File: config.mk
export PLATFORM = sky130hd
export DESIGN_NAME = keypad_pin_entry_lock_core
export DESIGN_NICKNAME = d
export VERILOG_FILES = /design/src/hw/rtl/kpl_pkg.sv /design/src/hw/rtl/kpl_in_stage.sv /design/src/hw/rtl/kpl_fsm.sv /design/src/hw/rtl/kpl_out_stage.sv /design/src/hw/rtl/keypad_pin_entry_lock_core.sv
export SDC_FILE = /design/constraint.sdc
export NUM_CORES = 1
export LEC_CHECK = 0
export BUFFER_PORTS_ARGS = -buffer_cell sky130_fd_sc_hd__buf_2
export CAP_MARGIN = 20
export CORE_AREA = 2 2 103 105
export DETAILED_ROUTE_END_ITERATION = 10
export DIE_AREA = 0 0 105 107
export PLACE_DENSITY = 0.83
export SLEW_MARGIN = 20
export SYNTH_ARGS = -nofsm -noshare
export SYNTH_HDL_FRONTEND = slang
export SYNTH_SLANG_ARGS = --single-unit
File: constraint.sdc
create_clock -name clk_i -period 3.5 [get_ports clk_i]
set_input_delay 0.525 -clock clk_i [delete_from_list [all_inputs] [get_ports clk_i]]
set_output_delay 0.525 -clock clk_i [all_outputs]
set_load 0.02 [all_outputs]
File: src/hw/rtl/kpl_pkg.sv
package kpl_pkg;

  // Operation codes of an input item
  typedef enum logic [1:0] {
    OP_KEY     = 2'd0,
    OP_SESSION = 2'd1,
    OP_SLEEP   = 2'd2,
    OP_UNUSED  = 2'd3
  } op_e;

  // Result event codes
  typedef enum logic [3:0] {
    EV_NONE    = 4'd0,
    EV_STORED  = 4'd1,
    EV_ERASED  = 4'd2,
    EV_OK      = 4'd3,
    EV_WRONG   = 4'd4,
    EV_LOCKED  = 4'd5,
    EV_FACE    = 4'd6,
    EV_FINGER  = 4'd7,
    EV_WOKE    = 4'd8,
    EV_ABORT   = 4'd9
  } ev_e;

  // Configuration register indexes
  typedef enum logic [1:0] {
    CFG_ENABLE     = 2'd0,
    CFG_PIN_VALUE  = 2'd1,
    CFG_PIN_LENGTH = 2'd2,
    CFG_TRY_LIMIT  = 2'd3
  } cfg_idx_e;

  localparam logic [7:0] KEY_NONE  = 8'h00;
  localparam logic [7:0] KEY_HASH  = 8'h23;
  localparam logic [7:0] KEY_STAR  = 8'h2A;
  localparam logic [7:0] KEY_A     = 8'h41;
  localparam logic [7:0] KEY_B     = 8'h42;
  localparam logic [7:0] KEY_C     = 8'h43;
  localparam logic [7:0] KEY_D     = 8'h44;

  localparam logic [3:0] ATTEMPT_SAT      = 4'd15;
  localparam logic [31:0] PIN_VALUE_RST   = 32'd0;
  localparam logic [2:0] PIN_LENGTH_RST   = 3'd4;
  localparam logic [3:0] TRY_LIMIT_RST    = 4'd3;

  typedef struct packed {
    logic [1:0] operation;
    logic [7:0] key;
  } in_item_t;

  typedef struct packed {
    logic [3:0] event_res;
    logic [2:0] entry_length;
    logic [3:0] tries_left;
  } out_item_t;

  typedef struct packed {
    logic        enable;
    logic [31:0] pin_value;
    logic [2:0]  pin_length;
    logic [3:0]  try_limit;
  } cfg_t;

endpackage

File: src/hw/rtl/kpl_in_stage.sv
module kpl_in_stage (
  input  logic               clk_i,
  input  logic               rst_ni,
  input  logic               in_valid_i,
  output logic               in_ready_o,
  input  kpl_pkg::in_item_t  in_item_i,
  input  logic               pop_i,
  output logic               valid_o,
  output kpl_pkg::in_item_t  item_o
);

  logic              valid_q, valid_d;
  kpl_pkg::in_item_t item_q;

  assign in_ready_o = !valid_q || pop_i;
  assign valid_d    = in_ready_o ? in_valid_i : valid_q;

  always_ff @(posedge clk_i or negedge rst_ni) begin
    if (!rst_ni) begin
      valid_q <= 1'b0;
    end else begin
      valid_q <= valid_d;
    end
  end

  always_ff @(posedge clk_i) begin
    if (in_valid_i && in_ready_o) begin
      item_q <= in_item_i;
    end
  end

  assign valid_o = valid_q;
  assign item_o  = item_q;

endmodule

File: src/hw/rtl/kpl_fsm.sv
module kpl_fsm #(
  parameter int unsigned MAX_DIGITS = 4
) (
  input  logic               clk_i,
  input  logic               rst_ni,
  input  kpl_pkg::cfg_t      cfg_i,
  input  logic               step_i,
  input  kpl_pkg::in_item_t  item_i,
  output kpl_pkg::out_item_t res_o
);

  localparam int unsigned CW   = $clog2(MAX_DIGITS + 1);
  localparam int unsigned IW   = (MAX_DIGITS > 1) ? $clog2(MAX_DIGITS) : 1;
  localparam int unsigned CMPW = (CW > 3) ? CW : 3;

  typedef enum logic [3:0] {
    PH_IDLE   = 4'b0001,
    PH_ENTRY  = 4'b0010,
    PH_DONE   = 4'b0100,
    PH_LOCKED = 4'b1000
  } phase_e;

  function automatic logic [7:0] pin_byte(logic [31:0] v, int unsigned i);
    logic [31:0] sh;
    sh = v >> (8 * i);
    return sh[7:0];
  endfunction

  phase_e          phase_q, phase_d;
  logic [CW-1:0]   cnt_q, cnt_d;
  logic [3:0]      att_q, att_d;
  logic            asleep_q, asleep_d;
  logic [7:0]      buf_q [MAX_DIGITS];

  logic            wr_en;
  logic [IW-1:0]   wr_idx;
  logic            match;
  logic [3:0]      att_inc;
  kpl_pkg::ev_e    ev;
  logic [7:0]      key;

  assign key = item_i.key;

  // Entry equals stored PIN, length included
  always_comb begin
    match = (CMPW'(cnt_q) == CMPW'(cfg_i.pin_length));
    for (int unsigned i = 0; i < MAX_DIGITS; i++) begin
      if ((CW'(i) < cnt_q) && (buf_q[i] != pin_byte(cfg_i.pin_value, i))) begin
        match = 1'b0;
      end
    end
  end

  assign att_inc = (att_q < kpl_pkg::ATTEMPT_SAT) ? att_q + 4'd1 : att_q;

  always_comb begin
    phase_d  = phase_q;
    cnt_d    = cnt_q;
    att_d    = att_q;
    asleep_d = asleep_q;
    wr_en    = 1'b0;
    wr_idx   = IW'(cnt_q);
    ev       = kpl_pkg::EV_NONE;
    if (cfg_i.enable) begin
      case (kpl_pkg::op_e'(item_i.operation))
        kpl_pkg::OP_SESSION: begin
          att_d   = '0;
          cnt_d   = '0;
          phase_d = PH_IDLE;
        end
        kpl_pkg::OP_SLEEP: begin
          asleep_d = 1'b1;
          if (phase_q == PH_ENTRY) begin
            cnt_d   = '0;
            phase_d = PH_IDLE;
            ev      = kpl_pkg::EV_ABORT;
          end
        end
        kpl_pkg::OP_KEY: begin
          if (key != kpl_pkg::KEY_NONE) begin
            if (asleep_q) begin
              asleep_d = 1'b0;
              ev       = kpl_pkg::EV_WOKE;
            end else begin
              unique case (phase_q)
                PH_IDLE: begin
                  if (key == kpl_pkg::KEY_D) begin
                    ev = kpl_pkg::EV_FACE;
                  end else if (key == kpl_pkg::KEY_C) begin
                    ev = kpl_pkg::EV_FINGER;
                  end else if (key != kpl_pkg::KEY_HASH && key != kpl_pkg::KEY_STAR &&
                               key != kpl_pkg::KEY_A && key != kpl_pkg::KEY_B) begin
                    wr_en   = 1'b1;
                    wr_idx  = '0;
                    cnt_d   = CW'(1);
                    phase_d = PH_ENTRY;
                    ev      = kpl_pkg::EV_STORED;
                  end
                end
                PH_ENTRY: begin
                  if (key == kpl_pkg::KEY_HASH) begin
                    if (cnt_q != '0) begin
                      cnt_d = '0;
                      if (match) begin
                        phase_d = PH_DONE;
                        ev      = kpl_pkg::EV_OK;
                      end else begin
                        att_d = att_inc;
                        if (att_inc >= cfg_i.try_limit) begin
                          phase_d = PH_LOCKED;
                          ev      = kpl_pkg::EV_LOCKED;
                        end else begin
                          phase_d = PH_IDLE;
                          ev      = kpl_pkg::EV_WRONG;
                        end
                      end
                    end
                  end else if (key == kpl_pkg::KEY_STAR) begin
                    if (cnt_q != '0) begin
                      cnt_d = cnt_q - CW'(1);
                      ev    = kpl_pkg::EV_ERASED;
                    end
                  end else if (key < kpl_pkg::KEY_A || key > kpl_pkg::KEY_D) begin
                    if (cnt_q < CW'(MAX_DIGITS)) begin
                      wr_en = 1'b1;
                      cnt_d = cnt_q + CW'(1);
                      ev    = kpl_pkg::EV_STORED;
                    end
                  end
                end
                PH_DONE, PH_LOCKED: begin
                  ev = kpl_pkg::EV_NONE;
                end
                default: begin
                  ev = kpl_pkg::EV_NONE;
                end
              endcase
            end
          end
        end
        default: begin
          ev = kpl_pkg::EV_NONE;
        end
      endcase
    end
  end

  always_ff @(posedge clk_i or negedge rst_ni) begin
    if (!rst_ni) begin
      phase_q  <= PH_IDLE;
      cnt_q    <= '0;
      att_q    <= '0;
      asleep_q <= 1'b0;
    end else if (step_i) begin
      phase_q  <= phase_d;
      cnt_q    <= cnt_d;
      att_q    <= att_d;
      asleep_q <= asleep_d;
    end
  end

  for (genvar g = 0; g < MAX_DIGITS; g++) begin : g_buf
    always_ff @(posedge clk_i) begin
      if (step_i && wr_en && (wr_idx == IW'(g))) begin
        buf_q[g] <= key;
      end
    end
  end

  assign res_o.event_res    = ev;
  assign res_o.entry_length = 3'(cnt_d);
  assign res_o.tries_left   = (cfg_i.try_limit > att_d) ? cfg_i.try_limit - att_d : 4'd0;

endmodule

File: src/hw/rtl/kpl_out_stage.sv
module kpl_out_stage (
  input  logic               clk_i,
  input  logic               rst_ni,
  input  logic               push_i,
  input  kpl_pkg::out_item_t res_i,
  output logic               can_push_o,
  output logic               out_valid_o,
  input  logic               out_ready_i,
  output kpl_pkg::out_item_t out_item_o
);

  logic               valid_q, valid_d;
  kpl_pkg::out_item_t res_q;

  assign can_push_o = !valid_q || out_ready_i;

  always_comb begin
    valid_d = valid_q;
    if (push_i) begin
      valid_d = 1'b1;
    end else if (out_ready_i) begin
      valid_d = 1'b0;
    end
  end

  always_ff @(posedge clk_i or negedge rst_ni) begin
    if (!rst_ni) begin
      valid_q <= 1'b0;
    end else begin
      valid_q <= valid_d;
    end
  end

  always_ff @(posedge clk_i) begin
    if (push_i) begin
      res_q <= res_i;
    end
  end

  assign out_valid_o = valid_q;
  assign out_item_o  = res_q;

endmodule

File: src/hw/rtl/keypad_pin_entry_lock_core.sv
// Each item passes the input register, then the result register; it waits in the input
// register while the result register is full and not being drained.
// Throughput: one item per cycle unless the output stalls; each item yields exactly one result transaction.
// Per-key decision and full PIN compare sit between the input and result registers.
// Reset (async, active low): idle, no entry, no attempts, awake, both stages empty;
// config resets to enable 0, PIN 0, length 4, try limit 3. Entry buffer is not reset.
module keypad_pin_entry_lock_core #(
  parameter int unsigned MAX_DIGITS = 4
) (
  input  logic               clk_i,
  input  logic               rst_ni,
  input  logic               in_valid_i,
  output logic               in_ready_o,
  input  kpl_pkg::in_item_t  in_item_i,
  output logic               out_valid_o,
  input  logic               out_ready_i,
  output kpl_pkg::out_item_t out_item_o,
  input  logic               cfg_valid_i,
  output logic               cfg_ready_o,
  input  logic [1:0]         cfg_index_i,
  input  logic [31:0]        cfg_data_i
);

  kpl_pkg::cfg_t      cfg_q;
  logic               item_valid;
  kpl_pkg::in_item_t  item;
  logic               can_push;
  logic               step;
  kpl_pkg::out_item_t res;

  assign cfg_ready_o = 1'b1;

  always_ff @(posedge clk_i or negedge rst_ni) begin
    if (!rst_ni) begin
      cfg_q.enable     <= 1'b0;
      cfg_q.pin_value  <= kpl_pkg::PIN_VALUE_RST;
      cfg_q.pin_length <= kpl_pkg::PIN_LENGTH_RST;
      cfg_q.try_limit  <= kpl_pkg::TRY_LIMIT_RST;
    end else if (cfg_valid_i) begin
      unique case (kpl_pkg::cfg_idx_e'(cfg_index_i))
        kpl_pkg::CFG_ENABLE:     cfg_q.enable     <= cfg_data_i[0];
        kpl_pkg::CFG_PIN_VALUE:  cfg_q.pin_value  <= cfg_data_i;
        kpl_pkg::CFG_PIN_LENGTH: cfg_q.pin_length <= cfg_data_i[2:0];
        kpl_pkg::CFG_TRY_LIMIT:  cfg_q.try_limit  <= cfg_data_i[3:0];
        default: begin
          cfg_q.enable <= cfg_q.enable;
        end
      endcase
    end
  end

  // An item is processed when the result register can take it
  assign step = item_valid && can_push;

  kpl_in_stage u_in_stage (
    .clk_i      (clk_i),
    .rst_ni     (rst_ni),
    .in_valid_i (in_valid_i),
    .in_ready_o (in_ready_o),
    .in_item_i  (in_item_i),
    .pop_i      (step),
    .valid_o    (item_valid),
    .item_o     (item)
  );

  kpl_fsm #(
    .MAX_DIGITS (MAX_DIGITS)
  ) u_fsm (
    .clk_i  (clk_i),
    .rst_ni (rst_ni),
    .cfg_i  (cfg_q),
    .step_i (step),
    .item_i (item),
    .res_o  (res)
  );

  kpl_out_stage u_out_stage (
    .clk_i       (clk_i),
    .rst_ni      (rst_ni),
    .push_i      (step),
    .res_i       (res),
    .can_push_o  (can_push),
    .out_valid_o (out_valid_o),
    .out_ready_i (out_ready_i),
    .out_item_o  (out_item_o)
  );

endmodule

=== Yosys cells after proc, flatten, opt, wreduce, memory -nomap -nowiden ===
Memories as Yosys holds them, arrays and structs flattened.
Index checks and enable logic that the tools add are counted.

* Bits in registers: 75
* Bits in writable memories: 32
* Input bits: 49
* Output and inout port bits: 14
* Word-level logic and storage cells: 195
* Memories kept: 1

{| class="wikitable"
|+ Memory list
! memory !! depth !! width !! read ports !! clocked after Yosys merged registers in !! wr ports !! line !! RTL
|-
| u_fsm.buf_q || 4 || 8 || 4 || 0 || 1 || kpl_fsm.sv:33 || <nowiki>logic [7:0] buf_q [MAX_DIGITS];</nowiki>
|}

* $add $sub $neg: 4
* $lt $le $gt $ge: 10
* Equal/unequal tests: 32
* Multiplexer cells: 97
* Reductions and logical operators: 36

{| class="wikitable"
|+ Operators with widths
! kind !! number
|-
| two-way mux 4 bit || 28
|-
| two-way mux 3 bit || 13
|-
| two-way mux 1 bit || 32
|-
| != test 8 bit || 4
|-
| case mux 4 bit (2 select lines) || 4
|-
| two-way mux 2 bit || 12
|-
| two-way mux 8 bit || 3
|-
| OR reduction 8 bit || 3
|-
| == test 8 x 6 -> 1 bit (second input constant) || 2
|-
| == test 8 x 7 -> 1 bit (second input constant) || 2
|-
| != test 8 x 6 -> 1 bit (second input constant) || 2
|-
| != test 8 x 7 -> 1 bit (second input constant) || 2
|-
| logical AND 1 bit || 14
|-
| != test 3 bit (second input constant) || 4
|-
| case mux 4 bit (3 select lines) || 1
|-
| AND reduction 12 bit || 1
|-
| == test 2 bit (second input constant) || 5
|-
| case mux 3 bit (3 select lines) || 1
|-
| greater-than comparator 8 x 7 -> 1 bit (second input constant) || 1
|-
| less-than comparator 8 x 7 -> 1 bit (second input constant) || 1
|-
| AND reduction 2 bit || 4
|-
| nonzero test 8 bit || 1
|-
| == test 2 x 1 -> 1 bit (second input constant) || 3
|-
| zero test 2 bit || 3
|-
| other kinds (23) || 33
|}

=== Logic depth before layout (Yosys ltp) ===
* Word-level depth: 20
* Depth in mapped cells: 16
* Gate-level depth less buffers: 14

=== Cells and area by module ===
From an unflattened synthesis, not the netlist that was laid out.

* Cells, all modules: 420
* Area total of the unflattened synthesis: 5,361.4 sq um

{| class="wikitable"
|+ Modules (own cells, without submodules)
! module !! times used !! cells an instance !! area each (sq um) !! seq. area each (sq um)
|-
| kpl_fsm || 1 || 302 || 2,970.3 || 1,262.5
|-
| keypad_pin_entry_lock_core || 1 || 90 || 1,659.1 || 1,004.7
|-
| kpl_out_stage || 1 || 14 || 377.9 || 355.3
|-
| kpl_in_stage || 1 || 14 || 354.1 || 325.3
|}

=== Worst setup path after synthesis ===
Ideal clock, no wire load.

* Path type: reg2reg
* From: register u_fsm.cnt_q[0]
* To: register u_out_stage.res_q, in the netlist u_out_stage.out_item_o[2], data pin
* Library setup time: 0.254 ns
* Arrival time: 3.162 ns
* Setup slack: 0.084 ns
* Cell stages (with the launch flop): 16
* Buffers on the path: 1
* Clock period less this slack: 3.416 ns
* Cells stage by stage: dfrtp_1 > clkbuf_1 > inv_1 > o21ai_0 > or4_1 > o21ai_0 > nand3_1 > a311o_1 > o211ai_1 > ha_1 > inv_1 > fa_1 > a21o_1 > a21oi_1 > a41o_1 > nor2_1

* Word-level cells in the longest chain between the ends: 15

{| class="wikitable"
|+ Ends and longest elaborated chain
! what !! line !! RTL
|-
| start, declared || kpl_fsm.sv:30 || <nowiki>logic [CW-1:0] cnt_q, cnt_d;</nowiki>
|-
| start signal, assigned || kpl_fsm.sv:156 || <nowiki>cnt_q <= cnt_d;</nowiki>
|-
| less-than comparator 1 x 3 -> 1 bit || kpl_fsm.sv:48 || <nowiki>if ((CW'(i) < cnt_q) && (buf_q[i] != pin_byte(cfg_i.pin_value, i))) begin</nowiki>
|-
| logical AND 1 bit || kpl_fsm.sv:48 ||
|-
| two-way mux 1 bit (4 in a row) || kpl_fsm.sv:48 ||
|-
| two-way mux 4 bit || kpl_fsm.sv:104 || <nowiki>if (match) begin</nowiki>
|-
| two-way mux 4 bit (*) || kpl_fsm.sv:102 || <nowiki>if (cnt_q != '0) begin</nowiki>
|-
| two-way mux 4 bit (*) || kpl_fsm.sv:101 || <nowiki>if (key == kpl_pkg::KEY_HASH) begin</nowiki>
|-
| two-way mux 4 bit (*) || kpl_fsm.sv:85 || <nowiki>unique case (phase_q)</nowiki>
|-
| two-way mux 4 bit (*) || kpl_fsm.sv:81 || <nowiki>if (asleep_q) begin</nowiki>
|-
| two-way mux 4 bit (*) || kpl_fsm.sv:80 || <nowiki>if (key != kpl_pkg::KEY_NONE) begin</nowiki>
|-
| case mux 4 bit (2 select lines) (*) || kpl_fsm.sv:65 || <nowiki>case (kpl_pkg::op_e'(item_i.operation))</nowiki>
|-
| two-way mux 4 bit (*) || kpl_fsm.sv:64 || <nowiki>if (cfg_i.enable) begin</nowiki>
|-
| via u_fsm.att_d[0] || kpl_fsm.sv:31 || <nowiki>logic [3:0] att_q, att_d;</nowiki>
|-
| subtractor 4 bit / greater-than comparator 4 bit (equally long branches) || kpl_fsm.sv:172 || <nowiki>assign res_o.tries_left = (cfg_i.try_limit > att_d) ? cfg_i.try_limit - att_d : 4'd0;</nowiki>
|-
| end signal, assigned || kpl_out_stage.sv:36 || <nowiki>res_q <= res_i;</nowiki>
|-
| end, declared || kpl_out_stage.sv:13 || <nowiki>kpl_pkg::out_item_t res_q;</nowiki>
|}

Mark *: on every way through the listed nets, which the timed path passes. The rest lies on a longest branch.
A chain may end at the register's enable or synchronous reset.

==> impl_metrics.toml <==
[global_route]
globalRouteOverflowTotal = 0
grt_util_all_layers_pct = 20.32
grt_max_degree = 36
first_global_vias = 3626
antenna_found_initial = 0
grt_pass1_wl_um = 17860

[place]
hpwl_um = 7888
pre_cts_ws_ns = 0.06166
dpl_cell_area_um2 = 5853
port_buffers = 61
place_congestion = 0.8606

[clocking]
ctsRootBufferMaster = "clkbuf_8"
cts_buffer_depth = 2
cts.sinks = 107
tritoncts = "built"
cts_buffers = 9
clock_latency_ns = 0.36
htree_levels = 3
path_clk_slew_ns = 0.11

[critical_path]
required_ns = 3.63
cp_slowest_cell = "or4_4"
crit_start = "u_fsm.buf_q[3][6]"
r2r_cells = 14
crit_type = "flop to flop"
slowest_delay_ns = 0.43
rr_endpoint = "u_out_stage.out_item_o[3]"
critPathLaunchType = "flop"
cp-endpoint = "u_out_stage.out_item_o[3]"
reg2reg_from = "u_fsm.buf_q[3][6]"
end_kind = "flop"
worstPathMaxFanout = 3
crit_chain = "xnor2_1 -> nand4_1 -> or4_4 -> o21ai_2 -> nand3_2 -> a311o_1 -> o211ai_1 -> ha_2 -> inv_1 -> fa_2 -> a21o_1 -> a21oi_2 -> a41o_1 -> nor2_1"
cp.arrival_ns = 3.50
r2r_setup_slack_ns = 0.13

[timing]
min_period_ns = 3.374
drv_slew = 0
fin_crit_sh_pct = 96.39
finalHoldViolCount = 0
slew_headroom_pct = 39.57
fin_ws_ns = 0.1263
finalSetupViolCount = 0
fin_skew_ns = 0.01369
fmax_mhz = 296.4
tightest_slew_ns = 0.8939

[routing]
routedWlPerCell_um = 16.72
viasPerCell = 5.599
drc = 0
postRouteAntennaNets = 0
vias = 3634
drtIter0Drc = 200
drt_wl_total_um = 10850
firstDrtPassIters = 7

[yosys]
ys_seq_area_share_pct = 55.67
synth-edff-count = 53
avgSynthCellArea_um2 = 12.40
syn_area_um2 = 5295
synth_top_family_by_area = "simple AND/OR/NAND/NOR gates"
netlist_instances = 427
async_flop_share_pct = 50.47
synth_ff_type = "edfxtp_1"
synth-compound-area-share_pct = 9.357
synth_adder_area_share_pct = 3.686
yosysUniqueCellTypes = 64
synthSimpleGateAreaFrac_pct = 12.45
synthXorXnorAreaFrac_pct = 6.451
syn-num-nets = 491
yosysWarnings = 0
ys_ff_latch = 107
synthMuxAreaShare_pct = 9.972

[finish]
final_common_cell = "buf_2"
drive_above_1_share_pct = 33.53
diodes = 0
mostFrequentLayoutCells = "61 x buf_2, 53 x edfxtp_1, 50 x dfrtp_1"
nNetsFinal = 572
syn2layout_area_growth_pct = 15.08
final_area_um2 = 6093
ff_latch_area_um2 = 2948
fillerInstances = 830
multi_input_area_um2 = 2272

[status]
outcome = "finished clean"

[floorplan]
die_h_um = 107
io_pins = 63
dieArea_um2 = 11240
coreArea_um2 = 10090
start_util_pct = 52.47
dieWidth_um = 105
row_count = 37

[power_and_ir_drop]
ir_drop_mv = 0.2702
powerDensity_nw_per_um2 = 479.6
p_leak_nw = 2.478

[hold_path]
hold_path_class = "input port to async pin"

[job]
maxCapViolCount = 0
-- through the flow --
stage / hold slack (ns) / instances / total power [mW] / setup TNS [ns] / util [%]
finish: 0.2521 / 649 / 2.923 / 0 / 60.38
floorplan: 0.2294 / 427 / 2.030 / 0 / -
detailed placement: 0.5096 / 631 / 2.235 / 0 / 58.00
CTS: 0.2829 / 647 / 2.912 / 0 / 59.74
global placement: 0.4751 / 631 / 2.207 / 0 / 58.00
global route: 0.3063 / 649 / 3.075 / -0.1923 / 60.38
-- flip-flops by register name, indices dropped and copies added (netlist names) --
name	cells
u_fsm.asleep_q	1
u_out_stage.out_item_o	11
u_out_stage.out_valid_o	1
cfg_q	40
u_in_stage.item_o	10
u_in_stage.valid_o	1
u_fsm.phase_q	4
u_fsm.att_q	4
u_fsm.buf_q	32
u_fsm.cnt_q	3
-- kinds of logic after synthesis --
kind of cell	count (synthesis)
AOI/OAI and AO/OA	73
xor gates and xnor gates	39
adders and majority gates	15
buffers and inverters	27
DFF	107
muxes	47
other	1
and+or+nand+nor	118
-- worst min-delay path by stage --
stage and endpoint:
3_5_place_dp u_fsm.asleep_q, 6_report cfg_q[31], 4_1_cts cfg_q[31], 3_3_place_gp u_out_stage.out_valid_o, 5_1_grt cfg_q[31], 2_1_floorplan cfg_q[10]
-- final cells by class --
class                      count  area share, %
multi-input combinational    293          37.29
timing repair buffer          84          7.844
clock buffer                  10          2.094
tap                          136          2.793
clock inverter                 6         0.8008
inverter                      13         0.8008
sequential                   107          48.38
-- metal layers --
metal | vias to the layer above | track usage (%) | part of all wire, %
met5 | - | 0 | 0
met4 | 0 | 4.857 | 0.96
met3 | 9 | 3.283 | 6.0
met2 | 138 | 35.16 | 50
met1 | 1758 | 27.01 | 43
li1 | 1729 | - | -
-- Yosys cell counts (5+ instances only) --
| library cell | n | area share [%] |
|---|---|---|
| ha_1 | 14 | 3.3 |
| nor3_1 | 8 | 0.76 |
| nand3_1 | 10 | 0.95 |
| nand2_1 | 26 | 1.8 |
| dfrtp_1 | 50 | 24 |
| o21ai_0 | 10 | 0.95 |
| a21o_1 | 10 | 1.4 |
| clkbuf_1 | 8 | 0.57 |
| edfxtp_1 | 53 | 30 |
| nand4_1 | 6 | 0.71 |
| nand2b_1 | 7 | 0.83 |
| a21oi_1 | 21 | 2.0 |
| and3_1 | 5 | 0.59 |
| mux2_2 | 46 | 9.8 |
| inv_1 | 12 | 0.85 |
| nor2_1 | 24 | 1.7 |
| xor2_1 | 18 | 3.0 |
| a31oi_1 | 5 | 0.59 |
| xnor2_1 | 21 | 3.5 |
-- power breakdown --
group          switching, mW  total, mW  internal [mW]
combinational          0.340      0.658          0.318
sequential             0.105       1.58           1.47
clock                  0.419      0.686          0.267
total                  0.864       2.92           2.06
-- timing repair --
item | CTS | global route
hold buffers | 0 | 0
gates resized for setup | 0 | 12
setup endpoints to repair | 0 | 4
buffers inserted | 0 | 2
-- critical path: cells and delay by family (launching register included) --
kind / cells / cell delay (ns)
and+or+nand+nor: 4 / 0.72
xor gates and xnor gates: 1 / 0.20
buffers and inverters: 1 / 0.07
DFF: 1 / 0.41
adders and majority gates: 2 / 0.60
AOI/OAI and AO/OA: 6 / 1.12
Power figures use the tool's default switching activity.
